`config.mk`:
```
export PLATFORM = sky130hd
export DESIGN_NAME = linear_probe_hash_table_unit
export DESIGN_NICKNAME = d
export VERILOG_FILES = /design/src/design/lpht_pkg.sv /design/src/design/linear_probe_hash_table_unit.sv
export SDC_FILE = /design/constraint.sdc
export NUM_CORES = 1
export LEC_CHECK = 0
export BUFFER_PORTS_ARGS = -buffer_cell sky130_fd_sc_hd__buf_2
export CAP_MARGIN = 20
export CORE_MARGIN = 5
export CORE_UTILIZATION = 35
export CTS_BUF_LIST = sky130_fd_sc_hd__clkbuf_4 sky130_fd_sc_hd__clkbuf_8 sky130_fd_sc_hd__clkbuf_16
export DETAILED_ROUTE_END_ITERATION = 8
export GPL_TIMING_DRIVEN = 0
export PLACE_DENSITY = 0.5
export SLEW_MARGIN = 0
export SYNTH_ARGS = -nofsm -noshare
export SYNTH_HDL_FRONTEND = slang
export SYNTH_SLANG_ARGS = --single-unit
```
`constraint.sdc`:
```
create_clock -name clk -period 5.7 [get_ports clk]
set_input_delay 1.14 -clock clk [delete_from_list [all_inputs] [get_ports clk]]
set_output_delay 1.14 -clock clk [all_outputs]
set_load 0.01 [all_outputs]
```
`src/design/lpht_pkg.sv`:
```
// Shared types and codes for the linear-probe hash table.
package lpht_pkg;

    localparam int REQ_W    = 2;
    localparam int KEY_W    = 16;
    localparam int STATUS_W = 3;
    localparam int SLOT_W   = 4;
    localparam int SSTATE_W = 2;
    localparam int MID_W    = 8;
    localparam int SQ_W     = 32;
    localparam int MID_LSB  = 12;

    localparam logic [REQ_W-1:0] REQ_INSERT = 2'd0;
    localparam logic [REQ_W-1:0] REQ_SEARCH = 2'd1;
    localparam logic [REQ_W-1:0] REQ_DELETE = 2'd2;

    localparam logic [SSTATE_W-1:0] SS_EMPTY = 2'd0;
    localparam logic [SSTATE_W-1:0] SS_USED  = 2'd1;
    localparam logic [SSTATE_W-1:0] SS_GONE  = 2'd2;

    localparam logic [STATUS_W-1:0] RES_INSERTED = 3'd0;
    localparam logic [STATUS_W-1:0] RES_FULL     = 3'd1;
    localparam logic [STATUS_W-1:0] RES_FOUND    = 3'd2;
    localparam logic [STATUS_W-1:0] RES_MISSING  = 3'd3;
    localparam logic [STATUS_W-1:0] RES_DELETED  = 3'd4;

    typedef enum logic [1:0] {
        ST_IDLE,
        ST_HASH,
        ST_MOD,
        ST_PROBE
    } fsm_t;

endpackage

```
`src/design/linear_probe_hash_table_unit.sv`:
```
// Hash table top level: mid-square hash, reciprocal reduction, one-slot-per-cycle probing.
// Sequence: start accepted -> squarer (ST_HASH) -> reciprocal-multiply reduction in ST_MOD
//   (quotient, then remainder) -> one probe per slot, p = slots probed (1..TABLE_SIZE);
//   the done strobe is registered.
// A new start is taken only while busy is low; busy stays high from the squarer through the
//   last probe. done is high for a single cycle; status and slot hold until the next result.
// Reset (rst_n low, async): sequencer idle, all slot valid bits cleared (every slot never used).
module linear_probe_hash_table_unit #(
    parameter int TABLE_SIZE = 11,
    parameter int KEY_BITS   = 16
) (
    input  logic                           clk,
    input  logic                           rst_n,
    input  logic                           start,
    input  logic [lpht_pkg::REQ_W-1:0]     req_type,
    input  logic [lpht_pkg::KEY_W-1:0]     key,
    output logic                           busy,
    output logic                           done,
    output logic [lpht_pkg::STATUS_W-1:0]  status,
    output logic [lpht_pkg::SLOT_W-1:0]    slot
);
    import lpht_pkg::*;

    localparam int PW     = $clog2(TABLE_SIZE);
    localparam int ENT_W  = SSTATE_W + KEY_BITS;
    localparam int DIV_W  = 2 * MID_W;
    localparam int STP_W  = 1;
    localparam int RCP_SH = 2 * MID_W;
    localparam int RCP    = ((1 << RCP_SH) + TABLE_SIZE - 1) / TABLE_SIZE;
    localparam int PRD_W  = MID_W + RCP_SH;

    fsm_t                  state_reg, state_next;
    logic [REQ_W-1:0]      req_reg;
    logic [KEY_BITS-1:0]   key_reg;
    logic [MID_W-1:0]      rem_reg, rem_next;
    logic [MID_W-1:0]      quo_reg, quo_next;
    logic [STP_W-1:0]      step_reg, step_next;
    logic [PW-1:0]         ptr_reg, ptr_next;
    logic [PW-1:0]         cnt_reg, cnt_next;
    logic                  done_reg, done_next;
    logic [STATUS_W-1:0]   status_reg, status_next;
    logic [SLOT_W-1:0]     slot_reg, slot_next;

    logic [ENT_W-1:0]      slot_mem [TABLE_SIZE];
    logic [TABLE_SIZE-1:0] slot_vld_reg;
    logic [ENT_W-1:0]      rd_data_reg;
    logic                  rd_vld_reg;
    logic                  wr_en;
    logic [ENT_W-1:0]      wr_data;

    logic [SQ_W-1:0]       sq;
    logic [PRD_W-1:0]      rcp_prod;
    logic [DIV_W-1:0]      quo_mul;
    logic [MID_W-1:0]      rem_step;
    logic [SSTATE_W-1:0]   cur_state;
    logic [KEY_BITS-1:0]   cur_key;
    logic                  key_hit;
    logic                  last_probe;
    logic [PW-1:0]         ptr_inc;
    logic                  probe_end;

    // squarer and reciprocal-multiply reducer; the quotient is exact for any 8-bit hash
    assign sq       = SQ_W'(key_reg) * SQ_W'(key_reg);
    assign rcp_prod = PRD_W'(rem_reg) * PRD_W'(RCP);
    assign quo_mul  = DIV_W'(quo_reg) * DIV_W'(TABLE_SIZE);
    assign rem_step = rem_reg - quo_mul[MID_W-1:0];

    // slot without a valid bit reads as never used
    assign cur_state  = rd_vld_reg ? rd_data_reg[ENT_W-1 -: SSTATE_W] : SS_EMPTY;
    assign cur_key    = rd_data_reg[KEY_BITS-1:0];
    assign key_hit    = (cur_state == SS_USED) && (cur_key == key_reg);
    assign last_probe = (cnt_reg == PW'(TABLE_SIZE - 1));
    assign ptr_inc    = (ptr_reg == PW'(TABLE_SIZE - 1)) ? '0 : ptr_reg + 1'b1;

    always_comb
    begin
        probe_end = 1'b1;
        case (req_reg) inside
            REQ_INSERT:             probe_end = (cur_state != SS_USED) || last_probe;
            REQ_SEARCH, REQ_DELETE: probe_end = key_hit || (cur_state == SS_EMPTY) || last_probe;
            default:                probe_end = 1'b1;
        endcase
    end

    // next state
    always_comb
    begin
        state_next = state_reg;
        unique case (state_reg)
            ST_IDLE:  if (start) state_next = ST_HASH;
            ST_HASH:  state_next = ST_MOD;
            ST_MOD:   if (step_reg == '0) state_next = ST_PROBE;
            ST_PROBE: if (probe_end) state_next = ST_IDLE;
        endcase
    end

    // datapath and outputs
    always_comb
    begin
        rem_next    = rem_reg;
        quo_next    = quo_reg;
        step_next   = step_reg;
        ptr_next    = ptr_reg;
        cnt_next    = cnt_reg;
        done_next   = 1'b0;
        status_next = status_reg;
        slot_next   = slot_reg;
        wr_en       = 1'b0;
        wr_data     = rd_data_reg;
        unique case (state_reg)
            ST_IDLE:
            begin
            end
            ST_HASH:
            begin
                rem_next  = sq[MID_LSB +: MID_W];
                step_next = '1;
            end
            ST_MOD:
            begin
                step_next = step_reg - 1'b1;
                cnt_next  = '0;
                if (step_reg != '0)
                    quo_next = rcp_prod[RCP_SH +: MID_W];
                else
                    ptr_next = PW'(rem_step);
            end
            ST_PROBE:
            begin
                ptr_next = ptr_inc;
                cnt_next = cnt_reg + 1'b1;
                if (probe_end)
                begin
                    done_next   = 1'b1;
                    status_next = RES_MISSING;
                    slot_next   = '0;
                    case (req_reg)
                        REQ_INSERT:
                        begin
                            if (cur_state != SS_USED)
                            begin
                                wr_en       = 1'b1;
                                wr_data     = {SS_USED, key_reg};
                                status_next = RES_INSERTED;
                                slot_next   = SLOT_W'(ptr_reg);
                            end
                            else
                                status_next = RES_FULL;
                        end
                        REQ_SEARCH:
                        begin
                            if (key_hit)
                            begin
                                status_next = RES_FOUND;
                                slot_next   = SLOT_W'(ptr_reg);
                            end
                        end
                        REQ_DELETE:
                        begin
                            if (key_hit)
                            begin
                                wr_en       = 1'b1;
                                wr_data     = {SS_GONE, cur_key};
                                status_next = RES_DELETED;
                                slot_next   = SLOT_W'(ptr_reg);
                            end
                        end
                        default:
                        begin
                        end
                    endcase
                end
            end
        endcase
    end

    always_ff @(posedge clk or negedge rst_n)
    begin
        if (!rst_n)
        begin
            state_reg    <= ST_IDLE;
            done_reg     <= 1'b0;
            slot_vld_reg <= '0;
        end
        else
        begin
            state_reg <= state_next;
            done_reg  <= done_next;
            if (wr_en)
                slot_vld_reg[ptr_reg] <= 1'b1;
        end
    end

    always_ff @(posedge clk)
    begin
        if (state_reg == ST_IDLE && start)
        begin
            req_reg <= req_type;
            key_reg <= key[KEY_BITS-1:0];
        end
        rem_reg    <= rem_next;
        quo_reg    <= quo_next;
        step_reg   <= step_next;
        ptr_reg    <= ptr_next;
        cnt_reg    <= cnt_next;
        status_reg <= status_next;
        slot_reg   <= slot_next;
        rd_vld_reg <= slot_vld_reg[ptr_next];
    end

    // slot memory: one write port at the probe pointer, registered read one probe ahead
    always_ff @(posedge clk)
    begin
        if (wr_en)
            slot_mem[ptr_reg] <= wr_data;
        rd_data_reg <= slot_mem[ptr_next];
    end

    assign busy   = (state_reg != ST_IDLE);
    assign done   = done_reg;
    assign status = status_reg;
    assign slot   = slot_reg;

    a_done_after_busy: assert property (@(posedge clk) disable iff (!rst_n)
        done |-> $past(busy))
        else $error("result strobe without a transaction in flight");

    a_start_takes: assert property (@(posedge clk) disable iff (!rst_n)
        start && !busy |=> busy && !done)
        else $error("accepted transaction did not start the sequencer");

    a_miss_slot_zero: assert property (@(posedge clk) disable iff (!rst_n)
        done && (status == RES_FULL || status == RES_MISSING) |-> slot == '0)
        else $error("failed request reported a nonzero slot");

    a_status_range: assert property (@(posedge clk) disable iff (!rst_n)
        done |-> status <= RES_DELETED)
        else $error("status code out of range");

endmodule

```
# Yosys cells after proc, flatten, opt, wreduce, memory -nomap -nowiden
# Memory sizes are Yosys's and may differ from the RTL's. A register that Yosys moved wholly into a read port is not among the register bits.
# Index checks and enable logic that the tools add are counted.
# word_totals
regBits,62
ramBits,198
in_bits,21
output_inout_bits,9
word_cells,91
n_memories,1
# classes
n_addsub,4
multipliers,3
n_lt_le_gt_ge,3
eq_ne,13
muxes,37
bitwise,1
n_reduce_logical,16
# mem_list
memory,words,word_bits,read_ports,rd_clocked_by_memory_dff,wr,line,text
slot_mem,11,18,1,1,1,linear_probe_hash_table_unit.sv:44,logic [ENT_W-1:0] slot_mem [TABLE_SIZE];
# ops
op,count
two-way mux 18 bit,4
case mux 18 bit (2 select lines),1
case mux 4 bit (2 select lines),3
multiplier 16 x 16 -> 20 bit,1
"multiplier 8 x 12 -> 20 bit, second input constant",1
equality test 16 bit,1
two-way mux 4 bit,4
two-way mux 1 bit,14
OR 11 bit,1
"< comparator 4 x 5 -> 1 bit, second input constant",2
case mux 3 bit (3 select lines),1
"adder 4 x 1 -> 4 bit, second input constant",2
"equality test 4 bit, second input constant",2
two-way mux 2 bit,4
case mux 2 bit (4 select lines),1
"equality test 2 x 1 -> 1 bit, second input constant",3
"equality test 2 bit, second input constant",3
zero test 2 bit,3
"!= test 2 bit, second input constant",3
nonzero test 2 bit,3
"multiplier 5 x 4 -> 4 bit, second input constant",1
binary-select mux 1 bit (select 4 bit),1
demux 1 bit (select 4 bit),1
"greater-or-equal comparator 4 x 1 -> 1 bit, second input constant",1
other kinds (10),16

# Depth between registers and ports, before layout
# logic_depth
ltp_word,11
mapped_depth,24
mapped_depth_nobuf,23

# Worst setup path after synthesis
# OpenSTA, ideal clock, no wires.
# synth_timing
path_type,reg-to-reg
from,register key_reg[2]
to,register rem_reg[7] (data pin)
setup_time_ns,0.260
arrival_time_ns,5.619
t_required_ns,5.440
path_slack_ns,-0.178
stages_incl_launch_ff,22
n_path_buf,2
synth_period_minus_slack_ns,5.878
path_cell_list,edfxtp_1 -> clkbuf_1 -> clkbuf_1 -> nand2_1 -> fa_1 -> fa_1 -> inv_1 -> fa_1 -> inv_1 -> fa_1 -> inv_1 -> fa_1 -> inv_1 -> fa_1 -> inv_1 -> ha_1 -> a2111oi_0 -> nand2b_1 -> a21oi_1 -> or3_1 -> a31oi_1 -> xnor2_1
# synth_between
elab_chain_len,1
# synth_lines
element,line,text
start: declaration,linear_probe_hash_table_unit.sv:34,logic [KEY_BITS-1:0] key_reg;
start signal: assignment,linear_probe_hash_table_unit.sv:199,key_reg <= key[KEY_BITS-1:0];
multiplier 16 x 16 -> 20 bit,linear_probe_hash_table_unit.sv:63,assign sq = SQ_W'(key_reg) * SQ_W'(key_reg);
named net sq[19],linear_probe_hash_table_unit.sv:51,logic [SQ_W-1:0] sq;
end signal: assignment,linear_probe_hash_table_unit.sv:201,rem_reg <= rem_next;
end: declaration,linear_probe_hash_table_unit.sv:35,"logic [MID_W-1:0] rem_reg, rem_next;"
# The timed path passes the listed nets, and every way through them passes these cells.
# A chain may end at the register's enable or synchronous reset.

# Worst setup path after layout
# layout_timing
from,register key_reg[1]
to,register rem_reg[7] (data pin)
# Same word-level chain as after synthesis.

==> results_tabular.tex <==
\begin{tabular}{lr}
\hline
Metric & Value \\
\hline
\multicolumn{2}{l}{\textbf{STA}} \\
Worst-Margin Slew & 1.15 ns \\
Final hold violation count & 0 \\
Final period util & 1.04 \\
Count of endpoints failing setup in the final report & 2 \\
Worst hold margin & 0.467 ns \\
Total count of max-transition violations in the final report & 0 \\
Clock tree skew after final layout & 0.0170 ns \\
Final min period & 5.92 ns \\
Smallest setup slack after layout & -0.222 ns \\
Unrepaired setup endpoints after global routing & yes \\
Headroom to the max-slew limit & 0.234 \\
Maximum clock frequency & 169 MHz \\
\multicolumn{2}{l}{\textbf{Logic synthesis}} \\
Mean post-synth cell area & 12.4 um2 \\
Part of the Yosys area used for sequential elements & 0.462 \\
Post-synthesis instance total & 1395 \\
Commonest cells in the netlist & sky130\_fd\_sc\_hd\_\_edfxtp\_1, sky130\_fd\_sc\_hd\_\_inv\_1, sky130\_fd\_sc\_hd\_\_fa\_1, sky130\_fd\_sc\_hd\_\_ha\_1 \\
Dominant register cell in the synthesized netlist & sky130\_fd\_sc\_hd\_\_edfxtp\_1 \\
Top post-synthesis cells by area & sky130\_fd\_sc\_hd\_\_edfxtp\_1, sky130\_fd\_sc\_hd\_\_fa\_1, sky130\_fd\_sc\_hd\_\_ha\_1, sky130\_fd\_sc\_hd\_\_inv\_1, sky130\_fd\_sc\_hd\_\_mux2i\_1 \\
Seq cells post-synth & 277 \\
Fraction of post-synthesis cell area in the top cell type by area & 0.416 \\
Count of different cell masters after synthesis & 58 \\
Yosys warning total & 0 \\
Most frequent cell after synthesis & sky130\_fd\_sc\_hd\_\_edfxtp\_1 \\
Post-synth EDFFs & 240 \\
Area of the mapped netlist & 0.0173 mm2 \\
Fraction of registers with async set or reset after synthesis & 0.0505 \\
Nets in the synthesized netlist & 1675 \\
Library cell with the largest summed area after synthesis & sky130\_fd\_sc\_hd\_\_edfxtp\_1 \\
\multicolumn{2}{l}{\textbf{Min path}} \\
Kind of path behind the tightest hold check & reg -> reg \\
Worst hold path stage count & 1 \\
Worst min-delay path startpoint & slot\_vld\_reg[9] \\
Terminating pin of the worst hold path & slot\_vld\_reg[9] \\
\multicolumn{2}{l}{\textbf{Floorplan}} \\
Vert. Die Dim & 233 um \\
Core area & 0.0490 mm2 \\
Starting density of the core & 0.354 \\
Num rows & 81 \\
Horizontal extent of the die & 233 um \\
IO Count & 30 \\
Die Area & 0.0541 mm2 \\
\multicolumn{2}{l}{\textbf{Critical path}} \\
WS Path Type & reg -> reg \\
Critical R2R Capture & rem\_reg[7] \\
Kind of capture point of the worst setup path & register \\
R2R depth & 20 \\
Data required, critical path & 5.95 ns \\
Register-to-register path setup slack & -0.22 ns \\
Data arrival time of the worst path & 6.17 ns \\
Launch point of the worst reg-to-reg path & key\_reg[1] \\
Sort of element at the start of the critical path & register \\
Maximum fanout encountered on the critical timing path & 7 \\
\multicolumn{2}{l}{\textbf{Drt}} \\
Per-cell routed wire length & 20.4 um \\
Via count & 10700 \\
Highest signal layer in the routed design & met4 \\
Met2 layer wire length in the routed design & 21900 um \\
Routed metal-1 wirelength & 19800 um \\
Routed length on met3 & 1830 um \\
Iteration-0 DRC count of the detailed router & 652 \\
Overall routed net length & 44500 um \\
Remaining design rule violation count & 0 \\
Average vias per placed instance & 4.89 \\
Post-route antenna net violation count & 0 \\
DR pass1 iterations & 5 \\
\multicolumn{2}{l}{\textbf{Clock tree}} \\
Clock H-tree levels & 2 \\
Hold Buf Count CTS & 0 \\
Number of buffers inserted during clock tree synthesis & 34 \\
Clock transition at the register clock pins on the worst setup and hold paths after CTS & 0.06 ns \\
TritonCTS clock tree & done \\
Clock sink total & 277 \\
Source-to-sink clock delay at the later pin of the worst-skew pair & 0.54 ns \\
Longest Clk Path Bufs & 3 \\
Root cell of the clock tree & sky130\_fd\_sc\_hd\_\_clkbuf\_16 \\
\multicolumn{2}{l}{\textbf{Cells and area}} \\
Utilization of the core after routing & 0.410 \\
Layout Nets & 1770 \\
Final cell area excluding filler cells & 0.0201 mm2 \\
Count of antenna diodes in the layout & 0 \\
Growth of design area from synthesis to finish & 15.7\% \\
Number of non-filler instances in the completed layout & 2180 \\
Max FFs per register & 198 \\
Fraction of layout instances using a drive strength above 1 & 0.137 \\
Filler cell count in the final layout & 4652 \\
\multicolumn{2}{l}{\textbf{Outcome}} \\
Failing checks & setup timing \\
Run status & complete, but fails checks \\
\multicolumn{2}{l}{\textbf{Global route}} \\
Congestion Overflow GR & 0 \\
Number of global-route vias before repair & 11300 \\
Maximum number of pins on one net before global-route repair & 19 \\
First-pass GRT wire length & 67700 um \\
Antenna violations before repair & 1 \\
Tot GR Track Use & 0.166 \\
\multicolumn{2}{l}{\textbf{Place}} \\
Total instance count after detailed placement & 2101 \\
PortBufs & 29 \\
Detailed placement HPWL & 32000 um \\
Placed cell areas & 0.0185 mm2 \\
Routability cong. & 0.810 \\
\multicolumn{2}{l}{\textbf{Flow run}} \\
Number of maximum-capacitance violations & 0 \\
\hline
\end{tabular}
-- layout make-up --
class                           count  area (um2)  area share
Timing Repair Buffer               64         473      0.0236
Clock inverter                     23         248      0.0123
Inverter                          227         852      0.0425
Clock buffer                       39         907      0.0452
Buffer                             59         395      0.0197
Sequential cell                   277        8020       0.400
Tap cell                          664         831      0.0414
Multi-Input combinational cell    827        8340       0.416
-- how the worst max path moves through the flow --
stage / start / end / slack, ns / cells after the start
2_1_floorplan: key_reg[2] / rem_reg[7] / 0.04 / 21
3_3_place_gp: key_reg[1] / rem_reg[7] / -1.27 / 22
3_5_place_dp: key_reg[1] / rem_reg[7] / -1.36 / 22
4_1_cts: key_reg[1] / rem_reg[7] / -0.34 / 22
5_1_grt: key_reg[1] / rem_reg[7] / -0.44 / 22
6_report: key_reg[1] / rem_reg[7] / -0.22 / 20
-- layer usage --
metal,global-route usage,vias up
met1,0.221,5398
met3,0.0265,58
met4,0.0465,0
met5,0,-
li1,-,4990
met2,0.283,213
-- through the flow --
step / setup slack, ns / setup TNS [ns]
finish: -0.222 / -0.307
global route: -0.439 / -1.48
CTS: -0.341 / -0.699
detailed placement: -1.36 / -7.82
global placement: -1.27 / -27.58
floorplan: 0.0363 / 0
-- logic make-up after synthesis --
family | share of synthesized area
muxes | 0.0364
buffers and inverters | 0.0660
DFF | 0.462
xor gates and xnor gates | 0.0303
adders and majority gates | 0.245
AOI/OAI and AO/OA | 0.0877
and+or+nand+nor | 0.0724
-- layout by cell type, fill, tap and decap left out, drive strengths merged, types with 5 or more instances in the layout --
| cell | synthesis | final |
|---|---|---|
| a2111oi | 37 | 37 |
| a31o | 9 | 9 |
| xor2 | 13 | 13 |
| nor2b | 5 | 5 |
| and2 | 76 | 76 |
| mux2i | 62 | 62 |
| a22o | 17 | 17 |
| o21a | 5 | 5 |
| buf | 23 | 89 |
| edfxtp | 240 | 240 |
| clkinv | 1 | 15 |
| a21oi | 31 | 31 |
| nand2b | 8 | 8 |
| ha | 127 | 127 |
| fa | 132 | 132 |
| and3 | 8 | 8 |
| o21ai | 14 | 14 |
| nand2 | 64 | 64 |
| a31oi | 6 | 6 |
| dfxtp | 23 | 23 |
| a211o | 20 | 20 |
| nand4 | 6 | 6 |
| clkbuf | 41 | 73 |
| dfrtp | 14 | 14 |
| xnor2 | 47 | 47 |
| nor2 | 53 | 53 |
| a21o | 5 | 5 |
| nor3 | 10 | 10 |
| a211oi | 38 | 38 |
| nand3 | 6 | 6 |
| inv | 226 | 229 |
-- critical path, stage by stage, from the launching register on --
cell and delay (ns):
sky130_fd_sc_hd__edfxtp_1 0.51, sky130_fd_sc_hd__buf_8 0.19, sky130_fd_sc_hd__buf_4 0.16, sky130_fd_sc_hd__nand2_1 0.13, sky130_fd_sc_hd__inv_1 0.08, sky130_fd_sc_hd__fa_1 0.56
sky130_fd_sc_hd__fa_1 0.41, sky130_fd_sc_hd__ha_1 0.21, sky130_fd_sc_hd__fa_1 0.50, sky130_fd_sc_hd__inv_1 0.06, sky130_fd_sc_hd__fa_1 0.49, sky130_fd_sc_hd__fa_1 0.49
sky130_fd_sc_hd__inv_1 0.04, sky130_fd_sc_hd__ha_1 0.28, sky130_fd_sc_hd__a21o_1 0.21, sky130_fd_sc_hd__a2111oi_4 0.35, sky130_fd_sc_hd__nand2b_1 0.20, sky130_fd_sc_hd__a21oi_2 0.08
sky130_fd_sc_hd__or3_4 0.39, sky130_fd_sc_hd__a31oi_4 0.20, sky130_fd_sc_hd__xnor2_2 0.10
-- repair_timing --
| item | in CTS | in global routing |
|---|---|---|
| pin swaps | 15 | 16 |
| endpoints found under the setup margin | 8 | 7 |
| buffers inserted | 21 | 2 |
| gates resized for setup | 55 | 12 |
Power is not shown: default switching activity piles up to over one toggle a cycle in this logic, so the estimate is an artifact.
